`config.mk`:
```
export PLATFORM = sky130hd
export DESIGN_NAME = gmc_ctrl
export DESIGN_NICKNAME = d
export VERILOG_FILES = /design/src/rtl/gmc_pkg.sv /design/src/rtl/gmc_ctrl.sv
export SDC_FILE = /design/constraint.sdc
export NUM_CORES = 1
export LEC_CHECK = 0
export ABC_CLOCK_PERIOD_IN_PS = 5880
export BUFFER_PORTS_ARGS = -buffer_cell sky130_fd_sc_hd__clkbuf_2
export CORE_MARGIN = 4
export CORE_UTILIZATION = 25
export CTS_BUF_LIST = sky130_fd_sc_hd__clkbuf_8
export DETAILED_ROUTE_END_ITERATION = 7
export GPL_ROUTABILITY_DRIVEN = 1
export PLACE_DENSITY = 0.5
export SYNTH_ARGS = -nofsm -noshare
export SYNTH_HDL_FRONTEND = slang
export SYNTH_SLANG_ARGS = --single-unit
```
`constraint.sdc`:
```
create_clock -name clk -period 5.88 [get_ports clk]
set_input_delay 0.882 -clock clk [delete_from_list [all_inputs] [get_ports clk]]
set_output_delay 0.882 -clock clk [all_outputs]
set_load 0.005 [all_outputs]
```
`src/rtl/gmc_pkg.sv`:
```
// ----------------------------------------------------------------------------
// gmc_pkg
// Shared types, codes and the saturating add helper of the global minimum cut block.
// ----------------------------------------------------------------------------
package gmc_pkg;

  localparam int CFG_INDEX_BITS = 2;
  localparam int CFG_DATA_BITS  = 32;

  localparam logic [CFG_INDEX_BITS-1:0] CFG_VERTEX_COUNT  = 2'd0;
  localparam logic [CFG_INDEX_BITS-1:0] CFG_INITIAL_BOUND = 2'd1;

  localparam logic CMD_WRITE = 1'b0;
  localparam logic CMD_RUN   = 1'b1;

  localparam logic [4:0]  VERTEX_COUNT_RESET  = 5'd16;
  localparam logic [31:0] INITIAL_BOUND_RESET = 32'hFFFF_FFFF;

  // Datapath operations issued by the controller, one per cycle.
  typedef enum logic [4:0] {
    OP_NONE,
    OP_LOAD,
    OP_INIT,
    OP_PHASE_INIT,
    OP_PHASE_NEXT,
    OP_SCAN,
    OP_ATT_START,
    OP_ATT_RD,
    OP_ATT_WR,
    OP_GRP_RD,
    OP_GRP_WR,
    OP_MRG_RS,
    OP_MRG_RP,
    OP_MRG_WP,
    OP_MRG_RQ,
    OP_MRG_WQ,
    OP_FINISH
  } op_t;

  typedef struct packed {
    op_t op;
  } cmd_t;

  typedef struct packed {
    logic last_i;       // loop index is at the last vertex in use
    logic last_step;    // current step is the last one of the phase
    logic found;        // the scan has seen an eligible vertex
    logic phases_done;  // no further phase is needed
    logic out_busy;     // a result still waits to be taken
  } status_t;

  function automatic logic [31:0] sat_add(logic [31:0] a, logic [31:0] b);
    logic [32:0] s;
    s = {1'b0, a} + {1'b0, b};
    return s[32] ? 32'hFFFF_FFFF : s[31:0];
  endfunction

endpackage

```
`src/rtl/gmc_ctrl.sv`:
```
// ----------------------------------------------------------------------------
// gmc_ctrl
// Sequencer of the minimum cut phases: scan, attach update, group merge and
// matrix merge, issuing one datapath operation per cycle.
// ----------------------------------------------------------------------------
module gmc_ctrl (
  input  logic             clk,
  input  logic             rst,
  input  logic             in_accept,
  input  logic             command,
  input  gmc_pkg::status_t status,
  output gmc_pkg::cmd_t    cmd,
  output logic             in_stall
);

  typedef enum logic [14:0] {
    S_IDLE   = 15'b000000000000001,
    S_PHASE  = 15'b000000000000010,
    S_SCAN   = 15'b000000000000100,
    S_PICK   = 15'b000000000001000,
    S_ATT_RD = 15'b000000000010000,
    S_ATT_WR = 15'b000000000100000,
    S_GRP_RD = 15'b000000001000000,
    S_GRP_WR = 15'b000000010000000,
    S_MRG_RS = 15'b000000100000000,
    S_MRG_RP = 15'b000001000000000,
    S_MRG_WP = 15'b000010000000000,
    S_MRG_RQ = 15'b000100000000000,
    S_MRG_WQ = 15'b001000000000000,
    S_FINISH = 15'b010000000000000,
    S_SPARE  = 15'b100000000000000
  } state_t;

  state_t state;
  state_t state_next;

  assign in_stall = (state != S_IDLE) || (status.out_busy && command);

  always_ff @(posedge clk) begin
    if (rst) begin
      state <= S_IDLE;
    end else begin
      state <= state_next;
    end
  end

  always_comb begin
    state_next = state;
    cmd.op     = gmc_pkg::OP_NONE;
    case (state)
      S_IDLE: begin
        if (in_accept) begin
          if (command == gmc_pkg::CMD_RUN) begin
            cmd.op     = gmc_pkg::OP_INIT;
            state_next = S_PHASE;
          end else begin
            cmd.op = gmc_pkg::OP_LOAD;
          end
        end
      end
      S_PHASE: begin
        if (status.phases_done) begin
          state_next = S_FINISH;
        end else begin
          cmd.op     = gmc_pkg::OP_PHASE_INIT;
          state_next = S_SCAN;
        end
      end
      S_SCAN: begin
        cmd.op = gmc_pkg::OP_SCAN;
        if (status.last_i) begin
          state_next = S_PICK;
        end
      end
      S_PICK: begin
        if (!status.found) begin
          cmd.op     = gmc_pkg::OP_PHASE_NEXT;
          state_next = S_PHASE;
        end else if (status.last_step) begin
          cmd.op     = gmc_pkg::OP_GRP_RD;
          state_next = S_GRP_WR;
        end else begin
          cmd.op     = gmc_pkg::OP_ATT_START;
          state_next = S_ATT_RD;
        end
      end
      S_ATT_RD: begin
        cmd.op     = gmc_pkg::OP_ATT_RD;
        state_next = S_ATT_WR;
      end
      S_ATT_WR: begin
        cmd.op     = gmc_pkg::OP_ATT_WR;
        state_next = status.last_i ? S_SCAN : S_ATT_RD;
      end
      S_GRP_RD: begin
        cmd.op     = gmc_pkg::OP_GRP_RD;
        state_next = S_GRP_WR;
      end
      S_GRP_WR: begin
        cmd.op     = gmc_pkg::OP_GRP_WR;
        state_next = S_MRG_RS;
      end
      S_MRG_RS: begin
        cmd.op     = gmc_pkg::OP_MRG_RS;
        state_next = S_MRG_RP;
      end
      S_MRG_RP: begin
        cmd.op     = gmc_pkg::OP_MRG_RP;
        state_next = S_MRG_WP;
      end
      S_MRG_WP: begin
        cmd.op     = gmc_pkg::OP_MRG_WP;
        state_next = S_MRG_RQ;
      end
      S_MRG_RQ: begin
        cmd.op     = gmc_pkg::OP_MRG_RQ;
        state_next = S_MRG_WQ;
      end
      S_MRG_WQ: begin
        cmd.op     = gmc_pkg::OP_MRG_WQ;
        state_next = status.last_i ? S_PHASE : S_MRG_RS;
      end
      S_FINISH: begin
        cmd.op     = gmc_pkg::OP_FINISH;
        state_next = S_IDLE;
      end
      default: begin
        state_next = S_IDLE;
      end
    endcase
  end

endmodule

```
Word level (Yosys, flattened, before mapping). Index checks and enable logic that the tools add are counted.

Equality and inequality tests: 18. Muxes and demuxes: 15. Reduce and logical (&&, ||, !) cells: 3.

Operators with widths (count): 15-bit case mux with 13 select lines (1); 5-bit case mux with 14 select lines (1); 15-bit 2-to-1 mux (3); 8-bit 2-to-1 mux (2); 15-bit by 1-bit equality test with 1-bit output (second input constant) (1); 15-bit by 10-bit equality test with 1-bit output (second input constant) (1); 15-bit by 11-bit equality test with 1-bit output (second input constant) (1); 15-bit by 12-bit equality test with 1-bit output (second input constant) (1); 15-bit by 13-bit equality test with 1-bit output (second input constant) (1); 15-bit by 14-bit equality test with 1-bit output (second input constant) (1); 15-bit by 2-bit equality test with 1-bit output (second input constant) (1); 15-bit by 3-bit equality test with 1-bit output (second input constant) (1); 15-bit by 4-bit equality test with 1-bit output (second input constant) (1); 15-bit by 5-bit equality test with 1-bit output (second input constant) (1); 15-bit by 6-bit equality test with 1-bit output (second input constant) (1); 15-bit by 7-bit equality test with 1-bit output (second input constant) (1); 15-bit by 8-bit equality test with 1-bit output (second input constant) (1); 15-bit by 9-bit equality test with 1-bit output (second input constant) (1); 15-bit by 1-bit inequality test with 1-bit output (second input constant) (1); 14-bit 2-to-1 mux (1); 9-bit 2-to-1 mux (1); 4-bit 2-to-1 mux (2); 2-bit 2-to-1 mux (3); 2-bit inequality test (second input constant) (3); other kinds (4) (4).

Register bits after elaboration: 15. Input port bits: 9. Word-level logic and storage cells: 37.

Depth between registers and ports, before layout. Gate-level depths: netlist of run 1.

Depth after elaboration: 3. Depth in mapped cells: 7. Depth with buffers taken out: 5.

Worst setup path after synthesis of run 1. OpenSTA, ideal clock, no wires.

Path type: reg2out. Start point: register state[1]. End point: output cmd[0] (netlist bit). Arrival: 1.760 ns. Slack: 3.238 ns. Cell stages (with the launch flop): 8. Path buffers: 2. Path through: dfxtp_1 -> clkbuf_1 -> or4_1 -> or3_1 -> buf_2 -> nor3_1 -> a31oi_1 -> o2111ai_1.

RTL lines: from (decl) (RTL line gmc_ctrl.sv:34) `state_t state;`; from (signal assigned) (RTL line gmc_ctrl.sv:43) `state <= state_next;`; to (decl) (RTL line gmc_ctrl.sv:12) `output gmc_pkg::cmd_t cmd,`.

==> out/qor.yml, run 1 <==
outcome: "finished, final reports clean"
post_cts_buffers: 0
fmax_ghz: 0.309
place_ws_ns: 2.92
hold_buffers: 0
area_growth_syn_to_layout_pct: 15.0
clock-root-buffer: "clkbuf_8"
drt_first_iter_violations: 47
clk_path_buf_depth: 2
antenna_found_initial: 0
largest_register: "state"
crit_arrival_ns: 2.35
largest_reg_flops: 13
relSlewSlack_pct: 50.4
viasPerCell: 5.28
finalPower_uw: 260
cts_tree: "yes"
core_region_area_sq_um: 3340
maxCapViolCount: 0
hpwl_mm: 1.76
synth_cells: 115
grt_usage_pct: 11.0
layout_common_cells: "clkbuf_2 (14), nand2_1 (13), dfxtp_1 (13)"
grt_pass1_vias: 791
nets: 133
routed.top_layer: "met4"
start_kind: "flop"
die-area_sq_um: 4470
routed_wl_mm: 2.28
die_h_um: 66.9
synth_nets: 124
grt_pass1_wl_mm: 3.66
power_density_nw_per_um2: 261
hold_class: "reg -> reg"
dpl-instance-area_sq_um: 952
final_area_sq_um: 997
rsz0062_at_grt: "false"
cellLeakagePower_nw: 0.407
drtAntennaViolNets: 0
drive_above_1_share_pct: 21.1
netlist_area_sq_um: 867
finalWorstPathRequiredPeriod_ns: 3.23
final_common_cell: "clkbuf_2"
ys_ff_latch: 13
dr_wl_met3_um: 163
yosys_warnings: 0
cp-end-kind: "primary output"
overflow: 0
drc: 0
finalHoldViolCount: 0
clk_pin_slew_worst_paths_ns: 0.05
post_drt_wl_per_cell_um: 13.5
path_class: "reg -> out"
ys_seq_area_share_pct: 30.0
setup_violations: 0
crit_required_ns: 5.00
cts_buffers: 3
gp_congestion: 0.870
drtPass1Iterations: 4
worst_skew_pair.late_latency_ns: 0.24
cts_resized: 0
finalWorstSetupSlack_ns: 2.65
place.port_buffers: 14
ioPinCount: 15
m1WireLength_mm: 1.09
worst_pin_slew_ns: 0.737
synth_area_per_cell_sq_um: 7.54
fp.dieW_um: 66.9
path_max_fanout: 8
rows: 21
yosys.cell_types.count: 35
vias: 893
ctsHtreeMaxLevel: 1
clock_sinks: 13
skew_ns: 0.000964
ir_drop_v: 0.0000773
slew_violations: 0
period_share_pct: 55.0
wl_met2_um: 961
n_antenna_cell: 0
reg_top3: "state: 13 flops"
setup_tns_ns: 0
start_util_pct: 26.0
grt_max_degree: 13
==> kinds of logic (layout without fill, tap and decap cells) <==
kind of cell	Yosys count	after routing	share of synthesized area (%)
buffers and inverters	12	20	5.77
flip-flops	13	13	30.0
XOR/XNOR	3	3	3.03
AND/OR/NAND/NOR	65	65	43.4
AO/OA/AOI/OAI	22	22	17.7
==> routing by layer <==
| layer | track usage (%) | vias to the layer above |
|---|---|---|
| li1 | - | 448 |
| met1 | 15.2 | 396 |
| met2 | 15.3 | 42 |
| met3 | 1.85 | 7 |
| met4 | 7.34 | 0 |
| met5 | 0 | - |
==> critical path, stage by stage (launching register included) <==
cell and delay [ns]:
dfxtp_1 0.35, or4_1 0.70, or3_1 0.48, nor3_1 0.22
a31oi_1 0.07, o2111ai_1 0.14, clkbuf_2 0.15
==> area by class of cell <==
class | count | area [sq um]
clock inverters | 1 | 3.75
repair buffers | 14 | 70.1
clock buffers | 3 | 41.3
multi-input cells | 90 | 557
flip-flops and latches | 13 | 260
inverters | 2 | 7.51
fillers | 363 | 2340
well taps | 46 | 57.6
==> Yosys cell counts, drive strengths merged <==
library cell | number | share of area, %
o2111ai | 2 | 2.0
or2 | 1 | 0.72
nor3 | 13 | 8.7
a21oi | 2 | 1.2
or3 | 3 | 2.2
o21ai | 3 | 1.7
clkbuf | 6 | 2.6
inv | 2 | 0.87
a21o | 2 | 1.7
and4 | 1 | 1.0
a31oi | 4 | 2.9
or4 | 3 | 2.6
nor2 | 9 | 3.9
xor2 | 2 | 2.0
buf | 4 | 2.3
o32a | 1 | 1.2
a31o | 1 | 1.0
nand2b | 3 | 2.2
or4b | 7 | 8.1
a211o | 1 | 1.0
o22ai | 3 | 2.2
a221oi | 1 | 1.0
xnor2 | 1 | 1.0
nand3b | 1 | 0.87
dfxtp | 13 | 30
and3 | 1 | 0.72
nand2 | 13 | 5.6
o41ai | 1 | 1.0
nor4 | 4 | 2.9
nor2b | 1 | 0.72
nor4b | 1 | 1.0
nand3 | 4 | 2.3
o211ai | 1 | 0.87
==> where the power goes <==
| group | total, mW | switching, mW | leakage (nW) | internal [mW] |
|---|---|---|---|---|
| Clock | 0.0787 | 0.0325 | 0.0269 | 0.0462 |
| Sequential | 0.103 | 0.00978 | 0.105 | 0.0934 |
| Combinational | 0.0779 | 0.0439 | 0.275 | 0.0340 |
| Total | 0.260 | 0.0862 | 0.407 | 0.174 |
==> path summary, 6_finish.rpt <==
kind | slack (ns) | depth (start not counted) | end | from
setup / recovery | 2.65 | 6 | cmd[0] | state[5]$_SDFFE_PP0P_
hold / removal | 0.55 | 2 | state[10]$_SDFFE_PP0P_ | state[9]$_SDFFE_PP0P_
setup reg to reg | 3.81 | 5 | state[0]$_SDFFE_PP1P_ | state[11]$_SDFFE_PP0P_
hold reg to reg | 0.55 | 2 | state[10]$_SDFFE_PP0P_ | state[9]$_SDFFE_PP0P_
==> metrics by stage <==
| stage | util, % | std cells | hold slack (ns) |
|---|---|---|---|
| finish | 29.9 | 169 | 0.551 |
| detailed placement | 28.5 | 165 | 0.540 |
| global route | 29.9 | 169 | 0.594 |
| floorplan | - | 115 | 0.498 |
| CTS | 29.9 | 169 | 0.550 |
| global placement | 28.5 | 165 | 0.536 |
(Power assumes the default switching activity.)
==> run 2, diff against run 1 <==
--- a/config.mk
+++ b/config.mk
@@ -5,14 +5,15 @@
 export SDC_FILE = /design/constraint.sdc
 export NUM_CORES = 1
 export LEC_CHECK = 0
-export ABC_CLOCK_PERIOD_IN_PS = 5880
+export ABC_AREA = 1
+export ABC_CLOCK_PERIOD_IN_PS = 2700
 export BUFFER_PORTS_ARGS = -buffer_cell sky130_fd_sc_hd__clkbuf_2
 export CORE_MARGIN = 4
 export CORE_UTILIZATION = 25
 export CTS_BUF_LIST = sky130_fd_sc_hd__clkbuf_8
 export DETAILED_ROUTE_END_ITERATION = 7
 export GPL_ROUTABILITY_DRIVEN = 1
-export PLACE_DENSITY = 0.5
+export PLACE_DENSITY = 0.51
 export SYNTH_ARGS = -nofsm -noshare
 export SYNTH_HDL_FRONTEND = slang
 export SYNTH_SLANG_ARGS = --single-unit
==> constraint.sdc (replaced) <==
create_clock -name clk -period 2.7 [get_ports clk]
set_input_delay 0.405 -clock clk [delete_from_list [all_inputs] [get_ports clk]]
set_output_delay 0.405 -clock clk [all_outputs]
set_load 0.005 [all_outputs]
==> out/qor.yml, run 2 <==
final_common_cell: "nand2_1"
vias: 905
power_density_nw_per_um2: 674
hpwl_mm: 1.75
gp_congestion: 0.786
start_kind: "flop"
async_reset_ff_share_pct: 0
drc: 0
post_cts_buffers: 0
core_region_area_sq_um: 3720
swShare_pct: 42.6
ys_top_cells_by_area: "dfxtp_1 (27%), nand2_1 (11%), inv_1 (8.4%), nor2_4 (8.0%), nor2_1 (7.3%)"
synth_common_cells: "nand2_1 (28), inv_1 (22), nor2_1 (19)"
rsz0062_at_grt: "false"
reg_top3: "state: 13 flops"
area_growth_syn_to_layout_pct: 16.7
place.port_buffers: 14
cts_tree: "yes"
place_ws_ns: 0.957
routed_wl_mm: 2.05
holdCritStartpoint: "rst"
antenna_found_initial: 0
period_share_pct: 74.1
cpLargestDelayFamily: "simple AND/OR/NAND/NOR gates"
yosysMostFrequentCell: "nand2_1"
drive_above_1_share_pct: 29.9
slowest_delay_ns: 0.33
crit_arrival_ns: 1.60
power.share.clock_pct: 22.0
crit_start: "state[7]$_SDFFE_PP0P_"
ioPinCount: 15
finalWorstPathRequiredPeriod_ns: 2.00
crit_required_ns: 2.30
yosys_warnings: 0
clk_pin_slew_worst_paths_ns: 0.06
path_class: "reg -> out"
cts_resized: 0
cellLeakagePower_nw: 0.562
grt_pass1_wl_mm: 3.89
grt_usage_pct: 9.29
drt_first_iter_violations: 22
grt_max_degree: 12
maxCapViolCount: 0
comb_power_share_pct: 47.7
netlist_area_sq_um: 981
final_util_pct: 30.8
synthFlopType: "dfxtp_1"
crit_chain: "nor2_4, nand2_4, nor2_4, nand3_1, nand2_1, inv_1, o2111ai_1, clkbuf_2"
synth_cells: 147
n_antenna_cell: 0
nets: 174
nFillCells: 422
rows: 22
hold_class: "in -> reg"
start_util_pct: 26.4
synth_edf_count: 0
ys_ff_latch: 13
fmax_ghz: 0.500
viasPerCell: 4.27
clock-root-buffer: "clkbuf_8"
path_max_fanout: 11
post_drt_wl_per_cell_um: 9.66
outcome: "finished, final reports clean"
setup_violations: 0
synth_nets: 156
synth_area_per_cell_sq_um: 6.67
worst_pin_slew_ns: 0.363
largest_reg_flops: 13
largest_register: "state"
clock_sinks: 13
seqPwrFrac_pct: 30.3
synth_top_area_cell: "dfxtp_1"
die_h_um: 70.6
finalWorstSetupSlack_ns: 0.700
cp-end-kind: "primary output"
slew_violations: 0
finalHoldViolCount: 0
relSlewSlack_pct: 75.7
skew_ns: 0.00288
ys_seq_area_share_pct: 26.5
cpMostUsedCell: "nor2_4"
drtPass1Iterations: 4
fp.dieW_um: 70.6
crit_buf_inv: 2
netlist.area_leader.share_pct: 26.5
cp_slowest_cell: "dfxtp_1"
hold_buffers: 0
yosys.cell_types.count: 22
drtAntennaViolNets: 0
placed_cells: 208
layout_common_cells: "nand2_1 (28), inv_1 (23), nor2_1 (19)"
ir_drop_v: 0.000361
final_cell_count_no_fill: 212
clk_path_buf_depth: 2
grt_pass1_vias: 953
power_switching_uw: 329
cts_buffers: 3
overflow: 0
setup_tns_ns: 0
p_int_uw: 444
die-area_sq_um: 4990
ctsHtreeMaxLevel: 1
worst_skew_pair.late_latency_ns: 0.24
regToRegStartpoint: "state[13]$_SDFFE_PP0P_"
run 2: final cells by class:
type                            instances  area [sq um]  share of cell area, %
Multi-Input combinational cell        107           612                   53.4
Sequential cell                        13           260                   22.7
Inverter                               26          97.6                   8.52
Timing Repair Buffer                   14          70.1                   6.12
Tap cell                               48          60.1                   5.25
Clock buffer                            3          41.3                   3.61
Clock inverter                          1          3.75                  0.328
run 2: cells by family after synthesis:
logic type | after synthesis | share of synthesized area [%]
AND/OR/NAND/NOR | 95 | 55.6
AO/OA/AOI/OAI | 12 | 6.76
flip-flops | 13 | 26.5
buffers and inverters | 27 | 11.1
run 2: layer usage:
layer	GRT usage, %	vias up	wire length (um)
li1	-	495	-
met1	11.6	383	1010
met2	15.7	21	910
met3	0.852	6	58
met4	5.01	0	68
met5	0	-	0
run 2: power by group through the flow:
stage	Clock, mW	Sequential (mW)	Combinational, mW
CTS	0.174	0.235	0.375
global placement	0	0.239	0.378
global route	0.184	0.238	0.425
floorplan	0	0.236	0.294
finish	0.170	0.234	0.368
detailed placement	0	0.239	0.373
run 2: per-stage QoR:
step | area (sq um) | hold slack (ns) | total power, mW
after floorplan | 981 | 0.477 | 0.530
after global placement | 1100 | 0.623 | 0.617
after detailed placement | 1100 | 0.618 | 0.613
after CTS | 1140 | 0.364 | 0.784
after global routing | 1140 | 0.369 | 0.847
final | 1140 | 0.367 | 0.772
run 2: worst paths after layout:
path                            end  slack (ns)  depth (start not counted)
max reg2reg   state[7]$_SDFFE_PP0P_        1.25                          9
min reg2reg  state[13]$_SDFFE_PP0P_        0.62                          4
min          state[13]$_SDFFE_PP0P_        0.37                          2
max                          cmd[1]        0.70                          8
run 2: worst register-to-register path: cells and delay by family, from the launching register on:
kind,cells,cell delay [ns]
flops,1,0.37
simple gates,7,0.79
buf+inv,2,0.17
==> run 3, diff against run 2 <==
--- a/config.mk
+++ b/config.mk
@@ -5,8 +5,8 @@
 export SDC_FILE = /design/constraint.sdc
 export NUM_CORES = 1
 export LEC_CHECK = 0
-export ABC_AREA = 1
-export ABC_CLOCK_PERIOD_IN_PS = 2700
+export ABC_AREA = 0
+export ABC_CLOCK_PERIOD_IN_PS = 1800
 export BUFFER_PORTS_ARGS = -buffer_cell sky130_fd_sc_hd__clkbuf_2
 export CORE_MARGIN = 4
 export CORE_UTILIZATION = 25
==> constraint.sdc (replaced) <==
create_clock -name clk -period 1.8 [get_ports clk]
set_input_delay 0.27 -clock clk [delete_from_list [all_inputs] [get_ports clk]]
set_output_delay 0.27 -clock clk [all_outputs]
set_load 0.005 [all_outputs]
==> out/qor.yml, run 3 (synthesis results as in run 1) <==
area_growth_syn_to_layout_pct: 69.1
crit_required_ns: 1.53
rr_endpoint: "state[8]$_SDFFE_PP0P_"
layout_common_cells: "buf_4 (30), nand2_1 (13), clkbuf_2 (11)"
clock-root-buffer: "clkbuf_8"
final_util_pct: 43.9
grt_usage_pct: 14.4
post_drt_wl_per_cell_um: 14.9
grt_pass1_vias: 1059
finalWorstPathRequiredPeriod_ns: 2.28
setup_tns_ns: -2.37
power_switching_uw: 366
worst_skew_pair.late_latency_ns: 0.25
clk_path_buf_depth: 2
finalHoldViolCount: 0
n_antenna_cell: 0
outcome: "finished, violations left"
hold_depth: 2
swShare_pct: 33.4
final_cell_count_no_fill: 204
crit_arrival_ns: 2.01
hold_slack_ns: 0.272
worst_pin_slew_ns: 0.374
skew_ns: 0.00302
violations: "negative setup slack"
rsz0062_at_grt: "true"
start_kind: "flop"
final_common_cell: "buf_4"
power_density_nw_per_um2: 747
die-area_sq_um: 4470
reg2reg_slack_ns: -0.18
ctsHtreeMaxLevel: 1
reg_top3: "state: 13 flops"
cp_slowest_cell: "or4_4"
slowest_delay_ns: 0.55
seqPwrFrac_pct: 29.4
p_int_uw: 730
grt_pass1_wl_mm: 4.75
viasPerCell: 5.21
m1WireLength_mm: 1.17
place.port_buffers: 14
antenna_found_initial: 0
maxCapViolCount: 0
overflow: 0
regToRegStartpoint: "state[4]$_SDFFE_PP0P_"
final_area_sq_um: 1470
drtAntennaViolNets: 0
hold_class: "in -> reg"
ir_drop_v: 0.000294
nets: 168
holdCritStartpoint: "status[1]"
cp-end-kind: "primary output"
comb_power_share_pct: 46.0
die_h_um: 66.9
finalPower_mw: 1.10
period_share_pct: 127
path_max_fanout: 4
gp_congestion: 0.787
drtPass1Iterations: 4
cts_tree: "yes"
power.share.clock_pct: 24.5
clock_sinks: 13
fmax_ghz: 0.438
fp.dieW_um: 66.9
dpl-instance-area_sq_um: 1200
vias: 1062
min_to: "state[13]$_SDFFE_PP0P_"
dr_wl_met3_um: 119
path_class: "reg -> out"
wl_met2_mm: 1.65
drt_first_iter_violations: 71
largest_register: "state"
cts_buffers: 3
rows: 21
finalWorstSetupSlack_ns: -0.485
core_region_area_sq_um: 3340
crit_chain: "or4_4, or3_4, nor3_2, a31oi_1, o2111ai_1, buf_2"
start_util_pct: 26.0
routed_wl_mm: 3.03
place_ws_ns: -0.253
cellLeakagePower_nw: 0.609
ioPinCount: 15
largest_reg_flops: 13
setup_violations: 10
drive_above_1_share_pct: 59.5
routed.top_layer: "met4"
slew_violations: 0
hold_buffers: 0
placed_cells: 196
reg2reg_depth: 6
grt_max_degree: 11
relSlewSlack_pct: 74.7
hpwl_mm: 2.16
drc: 0
clk_pin_slew_worst_paths_ns: 0.06
-- run 3: changes by cell type in the layout (fill, tap and decap cells not counted), moves of 5 or more --
cell,before,now
buf_4,0,30
dfxtp_2,0,6
nand3_1,13,3
nor3_1,2,7
dfxtp_1,13,6
nor3_2,0,5
nor2_1,19,7
nor2_4,7,1
inv_1,23,2
buf_6,0,5
or4b_2,0,5
nor2_2,11,1
nand2_1,28,13
-- run 3: final cells by class --
cell class,instances,area [sq um]
clock buffer,3,41.3
clock inverter,1,5.00
fill,336,1870
inverter,2,7.51
multi-input combinational,90,732
sequential,13,272
tap,46,57.6
timing repair buffer,49,352
-- run 3: worst max-delay path by stage --
| stage | from | end | slack, ns |
|---|---|---|---|
| detailed placement | state[11]$_SDFFE_PP0P_ | cmd[0] | -0.25 |
| finish | state[4]$_SDFFE_PP0P_ | cmd[0] | -0.48 |
| global placement | state[3]$_SDFFE_PP0P_ | cmd[1] | -0.26 |
| CTS | state[0]$_SDFFE_PP1P_ | cmd[1] | -0.48 |
| floorplan | state[7]$_SDFFE_PP0P_ | cmd[2] | -0.17 |
| global route | state[0]$_SDFFE_PP1P_ | cmd[1] | -0.54 |
-- run 3: what timing repair did --
item / 4_1_cts / 5_1_grt
buffers inserted: 1 / 3
endpoints found under the setup margin: 13 / 14
pin swaps: 4 / 4
resized for setup: 8 / 36
-- run 3: power by group through the flow --
stage	logic [mW]	clock network [mW]	registers [mW]
floorplan	0.244	0	0.315
global placement	0.407	0	0.323
detailed placement	0.410	0	0.323
CTS	0.424	0.271	0.317
global route	0.537	0.292	0.327
finish	0.504	0.269	0.322
-- run 3: worst max-delay path: cells and delay by family, from the launching register on --
family,cells,cell delay [ns]
flops,1,0.32
simple gates,3,1.11
compound gates,2,0.18
buf+inv,1,0.15
-- run 3: per-layer routing --
| layer | up-vias | global-route usage (%) |
|---|---|---|
| li1 | 522 | - |
| met1 | 515 | 15.7 |
| met2 | 16 | 25.4 |
| met3 | 9 | 4.38 |
| met4 | 0 | 6.08 |
| met5 | - | 0 |
